### src/rtl/compass_heading_with_calibration_assert.svh
// Assertion macros shared by the compass heading RTL
`ifndef COMPASS_HEADING_WITH_CALIBRATION_ASSERT_SVH
`define COMPASS_HEADING_WITH_CALIBRATION_ASSERT_SVH

// implication checked on every clock edge outside reset
`define CCAL_ASSERT(lbl, prop, msg) \
  lbl: assert property (@(posedge clk) disable iff (!rst_n) prop) else $error(msg);

// condition that must never be seen outside reset
`define CCAL_NEVER(lbl, expr, msg) \
  lbl: assert property (@(posedge clk) disable iff (!rst_n) !(expr)) else $error(msg);

`endif

### src/rtl/ccal_pkg.sv
package ccal_pkg;

  localparam int FRAC_BITS_DEF    = 15;
  localparam int CORDIC_STEPS_DEF = 16;

  localparam logic [7:0] CAL_COUNT_RST = 8'd100;

  // result status codes
  localparam logic [1:0] STAT_CAL    = 2'd0;
  localparam logic [1:0] STAT_VALID  = 2'd1;
  localparam logic [1:0] STAT_ORIGIN = 2'd2;
  localparam logic [1:0] STAT_ZRANGE = 2'd3;

  typedef struct packed {
    logic signed [15:0] raw_x;
    logic signed [15:0] raw_y;
  } in_item_t;

  typedef struct packed {
    logic [8:0] heading_deg;
    logic [1:0] status;
  } out_item_t;

  // atan(2^-i) in binary-angle units, 2^32 per turn
  function automatic logic [31:0] atan_lut(input logic [4:0] idx);
    logic [31:0] v;
    case (idx)
      5'd0:  v = 32'h20000000;
      5'd1:  v = 32'h12E4051E;
      5'd2:  v = 32'h09FB385B;
      5'd3:  v = 32'h051111D4;
      5'd4:  v = 32'h028B0D43;
      5'd5:  v = 32'h0145D7E1;
      5'd6:  v = 32'h00A2F61E;
      5'd7:  v = 32'h00517C55;
      5'd8:  v = 32'h0028BE53;
      5'd9:  v = 32'h00145F2F;
      5'd10: v = 32'h000A2F98;
      5'd11: v = 32'h000517CC;
      5'd12: v = 32'h00028BE6;
      5'd13: v = 32'h000145F3;
      5'd14: v = 32'h0000A2FA;
      5'd15: v = 32'h0000517D;
      5'd16: v = 32'h000028BE;
      5'd17: v = 32'h0000145F;
      5'd18: v = 32'h00000A30;
      5'd19: v = 32'h00000518;
      5'd20: v = 32'h0000028C;
      5'd21: v = 32'h00000146;
      5'd22: v = 32'h000000A3;
      5'd23: v = 32'h00000051;
      5'd24: v = 32'h00000029;
      5'd25: v = 32'h00000014;
      5'd26: v = 32'h0000000A;
      5'd27: v = 32'h00000005;
      5'd28: v = 32'h00000003;
      5'd29: v = 32'h00000001;
      5'd30: v = 32'h00000001;
      default: v = 32'h00000000;
    endcase
    return v;
  endfunction

endpackage

### src/rtl/compass_heading_with_calibration.sv
// One transaction at a time; the next is accepted in the cycle after the result
// loads. Calibration and zero-range samples finish from the check state, origin
// samples after both divides, and headings after the divides, the iterative CORDIC
// (skipped when an axis is zero) and the quadrant and degree steps. Pace is set by
// the shared bit-serial divider (once per axis), the CORDIC and any output stall.
// Reset (rst_n, synchronous): min/max and sample count clear, calibration count 100.
`include "compass_heading_with_calibration_assert.svh"

module compass_heading_with_calibration #(
  parameter int FRAC_BITS    = ccal_pkg::FRAC_BITS_DEF,
  parameter int CORDIC_STEPS = ccal_pkg::CORDIC_STEPS_DEF
) (
  input  logic                clk,
  input  logic                rst_n,
  input  logic                in_valid,
  output logic                in_stall,
  input  ccal_pkg::in_item_t  in_data,
  output logic                out_valid,
  input  logic                out_stall,
  output ccal_pkg::out_item_t out_data,
  input  logic                cfg_we,
  input  logic [7:0]          cfg_wdata
);

  localparam int NW = FRAC_BITS + 1;
  localparam int QW = FRAC_BITS + 17;

  typedef enum logic [7:0] {
    S_IDLE = 8'b00000001,
    S_CHK  = 8'b00000010,
    S_DIVX = 8'b00000100,
    S_DIVY = 8'b00001000,
    S_CORD = 8'b00010000,
    S_HDG  = 8'b00100000,
    S_MUL  = 8'b01000000,
    S_DONE = 8'b10000000
  } state_t;

  state_t state_r, state_nxt;

  logic [7:0]         cal_cnt_r;
  logic [7:0]         smp_cnt_r, smp_cnt_nxt;
  logic signed [15:0] x_max_r, x_max_nxt, x_min_r, x_min_nxt;
  logic signed [15:0] y_max_r, y_max_nxt, y_min_r, y_min_nxt;
  ccal_pkg::in_item_t raw_r;
  logic signed [NW-1:0] nx_r, nx_nxt, ny_nxt;
  logic                 ny_neg_r, ny_neg_nxt;
  logic [30:0]          z_r, z_nxt;
  logic [32:0]          h_r, h_nxt;
  ccal_pkg::out_item_t  res_r, res_nxt;
  ccal_pkg::out_item_t  out_data_r;
  logic                 out_valid_r;
  logic                 out_load;

  logic               in_acc;
  logic               calibrating;
  logic [15:0]        x_rng, y_rng;
  logic signed [17:0] cx, cy;
  logic [16:0]        mag_x, mag_y;
  logic               div_start, div_done;
  logic [16:0]        div_mag;
  logic [15:0]        div_dvsr;
  logic [QW-1:0]      div_q;
  logic signed [NW-1:0] div_sat;
  logic               div_neg;
  logic [FRAC_BITS:0] ax, ay;
  logic               cord_start, cord_done;
  logic [30:0]        cord_angle;
  logic [41:0]        prod;
  logic [9:0]         deg;

  assign in_acc   = in_valid && !in_stall;
  assign in_stall = (state_r != S_IDLE);

  // configuration register
  always_ff @(posedge clk) begin
    if (!rst_n)
      cal_cnt_r <= ccal_pkg::CAL_COUNT_RST;
    else if (cfg_we)
      cal_cnt_r <= cfg_wdata;
  end

  // calibration ranges and centred values
  assign calibrating = smp_cnt_r < cal_cnt_r;
  assign x_rng = 16'(17'(x_max_r) - 17'(x_min_r));
  assign y_rng = 16'(17'(y_max_r) - 17'(y_min_r));
  assign cx = (18'(raw_r.raw_x) <<< 1) - (18'(x_max_r) + 18'(x_min_r));
  assign cy = (18'(raw_r.raw_y) <<< 1) - (18'(y_max_r) + 18'(y_min_r));
  assign mag_x = cx[17] ? 17'(-cx) : cx[16:0];
  assign mag_y = cy[17] ? 17'(-cy) : cy[16:0];

  // shared divider: X issued from the check state, Y when X finishes
  assign div_mag  = (state_r == S_CHK) ? mag_x : mag_y;
  assign div_dvsr = (state_r == S_CHK) ? x_rng : y_rng;
  assign div_neg  = (state_r == S_DIVX) ? cx[17] : cy[17];

  ccal_div #(.FRAC_BITS(FRAC_BITS)) u_div (
    .clk   (clk),
    .rst_n (rst_n),
    .start (div_start),
    .mag   (div_mag),
    .dvsr  (div_dvsr),
    .done  (div_done),
    .quot  (div_q)
  );

  // saturate the truncated quotient to Q1.FRAC_BITS
  always_comb begin
    if (div_neg)
      div_sat = (div_q > QW'(1 << FRAC_BITS)) ? NW'(1 << FRAC_BITS) : NW'(-div_q);
    else
      div_sat = (div_q > QW'((1 << FRAC_BITS) - 1)) ? NW'((1 << FRAC_BITS) - 1)
                                                    : NW'(div_q);
  end

  assign ny_nxt = div_sat;
  assign ax = nx_r[NW-1] ? NW'(-nx_r) : NW'(nx_r);
  assign ay = ny_nxt[NW-1] ? NW'(-ny_nxt) : NW'(ny_nxt);

  ccal_cordic #(.FRAC_BITS(FRAC_BITS), .CORDIC_STEPS(CORDIC_STEPS)) u_cordic (
    .clk   (clk),
    .rst_n (rst_n),
    .start (cord_start),
    .ax    (ax),
    .ay    (ay),
    .done  (cord_done),
    .angle (cord_angle)
  );

  // degrees = floor(h * 360 / 2^32), full turn wraps to zero
  assign prod = 42'(h_r) * 42'(360);
  assign deg  = prod[41:32];

  assign out_load = (state_r == S_DONE) && (!out_valid_r || !out_stall);

  // sequencer
  always_comb begin
    state_nxt   = state_r;
    smp_cnt_nxt = smp_cnt_r;
    x_max_nxt   = x_max_r;
    x_min_nxt   = x_min_r;
    y_max_nxt   = y_max_r;
    y_min_nxt   = y_min_r;
    nx_nxt      = nx_r;
    ny_neg_nxt  = ny_neg_r;
    z_nxt       = z_r;
    h_nxt       = h_r;
    res_nxt     = res_r;
    div_start   = 1'b0;
    cord_start  = 1'b0;
    case (state_r)
      S_IDLE: begin
        if (in_acc)
          state_nxt = S_CHK;
      end
      S_CHK: begin
        res_nxt.heading_deg = '0;
        if (calibrating) begin
          if (raw_r.raw_x > x_max_r) x_max_nxt = raw_r.raw_x;
          if (raw_r.raw_x < x_min_r) x_min_nxt = raw_r.raw_x;
          if (raw_r.raw_y > y_max_r) y_max_nxt = raw_r.raw_y;
          if (raw_r.raw_y < y_min_r) y_min_nxt = raw_r.raw_y;
          smp_cnt_nxt    = smp_cnt_r + 8'd1;
          res_nxt.status = ccal_pkg::STAT_CAL;
          state_nxt      = S_DONE;
        end else if (x_rng == '0 || y_rng == '0) begin
          res_nxt.status = ccal_pkg::STAT_ZRANGE;
          state_nxt      = S_DONE;
        end else begin
          div_start = 1'b1;
          state_nxt = S_DIVX;
        end
      end
      S_DIVX: begin
        if (div_done) begin
          nx_nxt    = div_sat;
          div_start = 1'b1;
          state_nxt = S_DIVY;
        end
      end
      S_DIVY: begin
        if (div_done) begin
          ny_neg_nxt = ny_nxt[NW-1];
          if (nx_r == '0 && ny_nxt == '0) begin
            res_nxt.status = ccal_pkg::STAT_ORIGIN;
            state_nxt      = S_DONE;
          end else if (nx_r == '0) begin
            z_nxt     = 31'h40000000;
            state_nxt = S_HDG;
          end else if (ny_nxt == '0) begin
            z_nxt     = '0;
            state_nxt = S_HDG;
          end else begin
            cord_start = 1'b1;
            state_nxt  = S_CORD;
          end
        end
      end
      S_CORD: begin
        if (cord_done) begin
          z_nxt     = cord_angle;
          state_nxt = S_HDG;
        end
      end
      S_HDG: begin
        // quadrant rules
        if (!nx_r[NW-1])
          h_nxt = ny_neg_r ? 33'(34'h100000000 - 34'(z_r)) : 33'(z_r);
        else
          h_nxt = ny_neg_r ? 33'(33'h080000000 + 33'(z_r))
                           : 33'(33'h080000000 - 33'(z_r));
        state_nxt = S_MUL;
      end
      S_MUL: begin
        res_nxt.heading_deg = (deg >= 10'd360) ? 9'd0 : deg[8:0];
        res_nxt.status      = ccal_pkg::STAT_VALID;
        state_nxt           = S_DONE;
      end
      S_DONE: begin
        if (out_load)
          state_nxt = S_IDLE;
      end
      default: state_nxt = S_IDLE;
    endcase
  end

  always_ff @(posedge clk) begin
    nx_r     <= nx_nxt;
    ny_neg_r <= ny_neg_nxt;
    z_r      <= z_nxt;
    h_r      <= h_nxt;
    res_r    <= res_nxt;
    if (in_acc)
      raw_r <= in_data;
    if (out_load)
      out_data_r <= res_r;
    if (!rst_n) begin
      state_r     <= S_IDLE;
      smp_cnt_r   <= '0;
      x_max_r     <= '0;
      x_min_r     <= '0;
      y_max_r     <= '0;
      y_min_r     <= '0;
      out_valid_r <= 1'b0;
    end else begin
      state_r   <= state_nxt;
      smp_cnt_r <= smp_cnt_nxt;
      x_max_r   <= x_max_nxt;
      x_min_r   <= x_min_nxt;
      y_max_r   <= y_max_nxt;
      y_min_r   <= y_min_nxt;
      if (out_load)
        out_valid_r <= 1'b1;
      else if (!out_stall)
        out_valid_r <= 1'b0;
    end
  end

  assign out_valid = out_valid_r;
  assign out_data  = out_data_r;

  `CCAL_ASSERT(a_busy_after_accept, in_acc |=> in_stall, "accepted transaction did not block input")
  `CCAL_NEVER(a_heading_only_valid, out_valid_r && out_data_r.status != ccal_pkg::STAT_VALID && out_data_r.heading_deg != 9'd0, "heading nonzero without valid status")
  `CCAL_NEVER(a_heading_range, out_valid_r && out_data_r.heading_deg >= 9'd360, "heading out of range")
  `CCAL_NEVER(a_minmax_order, x_max_r < x_min_r || y_max_r < y_min_r, "calibration max below min")

endmodule

### src/rtl/ccal_div.sv
// Restoring divider, one quotient bit per cycle: q = (mag << FRAC_BITS) / dvsr
module ccal_div #(
  parameter int FRAC_BITS = ccal_pkg::FRAC_BITS_DEF
) (
  input  logic                   clk,
  input  logic                   rst_n,
  input  logic                   start,
  input  logic [16:0]            mag,
  input  logic [15:0]            dvsr,
  output logic                   done,
  output logic [FRAC_BITS+16:0]  quot
);

  localparam int QW = FRAC_BITS + 17;
  localparam int CW = $clog2(QW + 1);

  logic [QW-1:0] dvd_r, dvd_nxt;
  logic [QW-1:0] q_r, q_nxt;
  logic [16:0]   rem_r, rem_nxt;
  logic [15:0]   dvsr_r, dvsr_nxt;
  logic [CW-1:0] cnt_r, cnt_nxt;
  logic          busy_r, busy_nxt;
  logic          done_r, done_nxt;
  logic [17:0]   trial;
  logic          fits;

  // one trial subtraction per cycle
  assign trial = {rem_r, dvd_r[QW-1]};
  assign fits  = trial >= {2'b00, dvsr_r};

  always_comb begin
    dvd_nxt  = dvd_r;
    q_nxt    = q_r;
    rem_nxt  = rem_r;
    dvsr_nxt = dvsr_r;
    cnt_nxt  = cnt_r;
    busy_nxt = busy_r;
    done_nxt = 1'b0;
    if (start) begin
      dvd_nxt  = {mag, {FRAC_BITS{1'b0}}};
      rem_nxt  = '0;
      dvsr_nxt = dvsr;
      cnt_nxt  = CW'(QW);
      busy_nxt = 1'b1;
    end else if (busy_r) begin
      dvd_nxt = {dvd_r[QW-2:0], 1'b0};
      rem_nxt = fits ? 17'(trial - {2'b00, dvsr_r}) : trial[16:0];
      q_nxt   = {q_r[QW-2:0], fits};
      cnt_nxt = cnt_r - CW'(1);
      if (cnt_r == CW'(1)) begin
        busy_nxt = 1'b0;
        done_nxt = 1'b1;
      end
    end
  end

  always_ff @(posedge clk) begin
    dvd_r  <= dvd_nxt;
    q_r    <= q_nxt;
    rem_r  <= rem_nxt;
    dvsr_r <= dvsr_nxt;
    cnt_r  <= cnt_nxt;
    if (!rst_n) begin
      busy_r <= 1'b0;
      done_r <= 1'b0;
    end else begin
      busy_r <= busy_nxt;
      done_r <= done_nxt;
    end
  end

  assign done = done_r;
  assign quot = q_r;

endmodule

### src/rtl/ccal_cordic.sv
// Vectoring CORDIC, one micro-rotation per cycle, angle clamped to 0..2^30
module ccal_cordic #(
  parameter int FRAC_BITS    = ccal_pkg::FRAC_BITS_DEF,
  parameter int CORDIC_STEPS = ccal_pkg::CORDIC_STEPS_DEF
) (
  input  logic               clk,
  input  logic               rst_n,
  input  logic               start,
  input  logic [FRAC_BITS:0] ax,
  input  logic [FRAC_BITS:0] ay,
  output logic               done,
  output logic [30:0]        angle
);

  localparam int XW = FRAC_BITS + 3;
  localparam int IW = $clog2(CORDIC_STEPS);

  logic signed [XW-1:0] x_r, x_nxt, y_r, y_nxt, dx, dy;
  logic signed [32:0]   z_r, z_nxt, at;
  logic [IW-1:0]        idx_r, idx_nxt;
  logic                 busy_r, busy_nxt;
  logic                 done_r, done_nxt;
  logic [4:0]           sh;

  assign sh = 5'(idx_r);
  assign dx = y_r >>> sh;
  assign dy = x_r >>> sh;
  assign at = $signed({1'b0, ccal_pkg::atan_lut(sh)});

  always_comb begin
    x_nxt    = x_r;
    y_nxt    = y_r;
    z_nxt    = z_r;
    idx_nxt  = idx_r;
    busy_nxt = busy_r;
    done_nxt = 1'b0;
    if (start) begin
      x_nxt    = $signed(XW'(ax));
      y_nxt    = $signed(XW'(ay));
      z_nxt    = '0;
      idx_nxt  = '0;
      busy_nxt = 1'b1;
    end else if (busy_r) begin
      // rotate toward the x axis
      if (!y_r[XW-1]) begin
        x_nxt = x_r + dx;
        y_nxt = y_r - dy;
        z_nxt = z_r + at;
      end else begin
        x_nxt = x_r - dx;
        y_nxt = y_r + dy;
        z_nxt = z_r - at;
      end
      idx_nxt = idx_r + IW'(1);
      if (idx_r == IW'(CORDIC_STEPS - 1)) begin
        busy_nxt = 1'b0;
        done_nxt = 1'b1;
      end
    end
  end

  always_ff @(posedge clk) begin
    x_r   <= x_nxt;
    y_r   <= y_nxt;
    z_r   <= z_nxt;
    idx_r <= idx_nxt;
    if (!rst_n) begin
      busy_r <= 1'b0;
      done_r <= 1'b0;
    end else begin
      busy_r <= busy_nxt;
      done_r <= done_nxt;
    end
  end

  // clamp to the first quadrant
  always_comb begin
    if (z_r[32])
      angle = '0;
    else if (z_r > 33'sh040000000)
      angle = 31'h40000000;
    else
      angle = z_r[30:0];
  end

  assign done = done_r;

endmodule
### config.mk
export PLATFORM = sky130hd
export DESIGN_NAME = compass_heading_with_calibration
export DESIGN_NICKNAME = d
export VERILOG_FILES = /design/src/rtl/ccal_pkg.sv /design/src/rtl/compass_heading_with_calibration.sv /design/src/rtl/ccal_div.sv /design/src/rtl/ccal_cordic.sv
export VERILOG_INCLUDE_DIRS = /design/src /design/src/rtl
export SDC_FILE = /design/constraint.sdc
export NUM_CORES = 2
export LEC_CHECK = 0
export ABC_AREA = 1
export BUFFER_PORTS_ARGS = -buffer_cell sky130_fd_sc_hd__clkbuf_2
export CAP_MARGIN = 25
export CELL_PAD_IN_SITES_DETAIL_PLACEMENT = 1
export CELL_PAD_IN_SITES_GLOBAL_PLACEMENT = 2
export CORE_MARGIN = 4
export CORE_UTILIZATION = 40
export CTS_CLUSTER_DIAMETER = 60
export CTS_CLUSTER_SIZE = 25
export DETAILED_ROUTE_END_ITERATION = 6
export GPL_TIMING_DRIVEN = 0
export PLACE_DENSITY_LB_ADDON = 0.1
export SLEW_MARGIN = 10
export SYNTH_ARGS = -nofsm -noshare
export SYNTH_HDL_FRONTEND = slang
export SYNTH_SLANG_ARGS = --single-unit
### constraint.sdc
create_clock -name clk -period 19.1 [get_ports clk]
set_clock_uncertainty 0.15 [all_clocks]
set_input_delay 2.865 -clock clk [delete_from_list [all_inputs] [get_ports clk]]
set_output_delay 2.865 -clock clk [all_outputs]
set_load 0.01 [all_outputs]
==> impl_results.md <==
- TritonCTS buffer count: 53
- Critical Path Fanout Max: 10
- Prevailing post-synth register cell: edfxtp_1
- Global-route wire length before repair: roughly 180000 µm
- Mux contribution to synthesized area: less than 1%
- Most common library cells after synthesis: nand2_1, inv_1, nor2_1
- Fraction of the mapped netlist area in simple logic gates: 21.8%
- Mapped Cells: roughly 4700
- H-tree levels: 2
- Wire length per cell: roughly 19 µm
- Worst setup endpoint: u_cordic.y_r[10]
- Drt drc: 0
- Top cells by area, synth: edfxtp_1, ha_1, dfxtp_1
- Critical-path cell list: fa_1 > ha_1 > a21oi_1 > nand2_1 > nand2_1 > nand3_2 > nand2_1 > nand3_1 > nand3_4 > nand2_8 > o21ai_2 > ha_1 > nand3_1 > nor2_2 > nand2_2 > nor2_2 > nand3_1 > ha_1 > nand2_1 > clkbuf_1 > clkbuf_1 > nand3_1 > o21ai_1
- Initial Util: 40.4%
- R2R cell count: 23
- Least-Margin Pin Slew: roughly 1100 ps
- MaxCap Viol Count: 0
- Postcts setup bufs: 0
- Drt via density: around 5.2
- Worst hold path class: register to register
- GPL Wtd Cong: around 0.88
- Final min period: 6770 ps
- Total Power: about 0.0047 W
- Fmax: about 150 MHz
- Num rows: around 110
- Synthesized Nets: between 5000 and 6000
- Fin. Hold Viols: 0
- Core footprint: 87000 µm²
- Multi-input logic area: about 21000 µm²
- Pwr Density: roughly 120 nW/µm²
- Max-slew violations: 0
- Number of global-route vias before repair: 32100
- Synth Area in Adders: between 15 and 20%
- Sequential share of the synthesized area: 30.5%
- Clock root cell: clkbuf_16
- Nets@finish: 5269
- Mean post-synth cell area: 7.53 µm²
- Die width: between 300 and 400 µm
- DRT Pass-1 Iters: 5
- TritonCTS clock tree: built
- Final Util: about 45%
- CTS max path bufs: 3
- Busiest layer in global routing: met2
- Clock transition at path regs: around 80 ps
- Met3 Track Usage GR: a little over 3%
- GRT Total Usage: a little under a quarter
- Peak VDD IR: slightly above 0.0001 V
- Slew headroom: ~27%
- Sink Count: roughly 420
- Final Cycle Share: between 30% and 40%
- WS Path Type: register to register
- Area share of xor/xnor cells in the synthesized design: 6.01%
- Crit-path slowest cell: clkbuf_1
- Lkg Pwr: about 18 nW
- Top cell type's share of synthesized area: about a fifth
- Total wire length: ~110000 µm
- Final setup fails: 0
- Top-count cell post-synth: nand2_1
- Met1 Use GR: 33.0%
- Register area: 10700 µm²
- Gr ovfl total: 0
- Initial antenna violation count: 2
- Met2 GRT Util: 39.3%
- Fillers: ~11000
- Post-route ant nets: 0
- Synth Area in Compound Gates: approximately 15%
- CP Data Arrival Time: about 7100 ps
- Startpoint types: register
- Status: complete, no violations
- Crit path from: raw_r[19]
- Max stage delay on crit path: 830 ps
- Clk Latency, worst-skew pair: 660 ps
- Initial DRC count: 1524
- Ports: 58
- CTS resizes: 0
- Total Neg Setup Slack: 0 ps
- Yosys cell types: 71
- Area delta synth->final: 11.1%
- RSZ-0062 raised after global routing: false
- DP HPWL: 91500 µm
- Critical R2R Capture: u_cordic.y_r[10]
- Flop-to-flop setup slack: roughly 12000 ps
- Hold-fix buffer count after cts: 0
- Yosys warns: 0
- Worst Path Required: a little under 20000 ps
- Hold Startpoint: res_r[10]
- Die footprint: roughly 93000 µm²
- Largest net degree at the start of global routing: 33
- Synthesized area: around 35000 µm²
- Die H: between 300 and 400 µm
- Combinational family with the most area after synthesis: simple AND/OR/NAND/NOR gates
- RR Startpoint: raw_r[19]
- Crit. End Element: register
- EDFF count, synth: 232
- Post-synthesis async set-or-reset flop share: 0%
- FF+latch count, synth: roughly 420
- DR vias: around 31000
- Layout cell share with drive strength beyond 1: 6.37%
- Port Buffer Count: 56
- Yosys top cell by area: edfxtp_1
placed cells by master (no fill, tap or decap), drive strengths merged, types with 76 or more instances in the layout:
cell    synthesis  layout
nand3         210     210
edfxtp        232     232
fa             76      76
ha            357     357
a21oi         349     349
clkbuf         71     182
nand2         943     943
xor2          147     147
o21ai         391     391
dfxtp         187     187
nor3           89      89
inv           722     750
nor2          405     405
xnor2          94      94
layout make-up:
class	count	area share, %
Inverter	725	6.98
Clock inverter	45	1.60
Sequential cell	419	27.4
Buffer	107	1.24
Timing Repair Buffer	68	1.13
Multi-Input combinational cell	3417	54.4
Clock buffer	55	3.44
Tap cell	1155	3.70
Antenna cell	3	0.0192
how the worst min path moves through the flow:
stage	to	slack, ps	cells past startpoint
after global placement	out_data[5]	250	0
after detailed placement	out_data[7]	260	0
after global routing	out_data[5]	270	0
after CTS	out_data[10]	270	0
after floorplan	out_data[0]	250	0
final	out_data[10]	270	0
registers in the layout (all words and copies together), names as in the netlist, 16 cells and up:
register and cells:
h_r 33, nx_r 16, raw_r 32, u_cordic.at 30
u_cordic.x_r 18, u_cordic.y_r 18, u_cordic.z_r 33, u_div.dvd_r 17
u_div.dvsr_r 16, u_div.quot 32, u_div.rem_r 17, x_max_r 16
x_min_r 16, y_max_r 16, y_min_r 16, z_r 31
report_power, final:
part	internal, W	switching (W)	total, W
combinational	0.000806	0.00165	0.00245
clock	0.000590	0.000525	0.00111
sequential	0.00106	0.0000661	0.00112
kinds of logic (layout without fill, tap and decap cells):
kind of cell / Yosys count / count (layout)
fa+ha+maj: 433 / 433
flops: 419 / 419
simple gates: 1779 / 1779
mux: 15 / 15
buf+inv: 832 / 1000
xor+xnor: 241 / 241
compound gates: 949 / 949
other cells: 0 / 3
critical path, delay by kind of cell, from the launching register on:
kind	cells	cell delay (ps)
flops	1	480
compound gates	3	690
buf+inv	2	1430
simple gates	14	2310
fa+ha+maj	4	1530
layer usage:
layer	part of all wire [%]	wire length (µm)
met5	0	0
met4	2.4	2630
met3	3.7	4100
met2	46	51000
met1	48	54200
metrics by stage:
stage	cell area (µm²)	setup WS, ps	hold WS (ps)	cells
after floorplan	35100	10120	250	4668
after global routing	39000	11960	267	5991
after CTS	39000	12170	271	5989
after global placement	36900	7600	251	5879
final	39000	12330	269	5994
after detailed placement	37000	12240	258	5889
No activity file was read; power rests on OpenSTA's default activity.
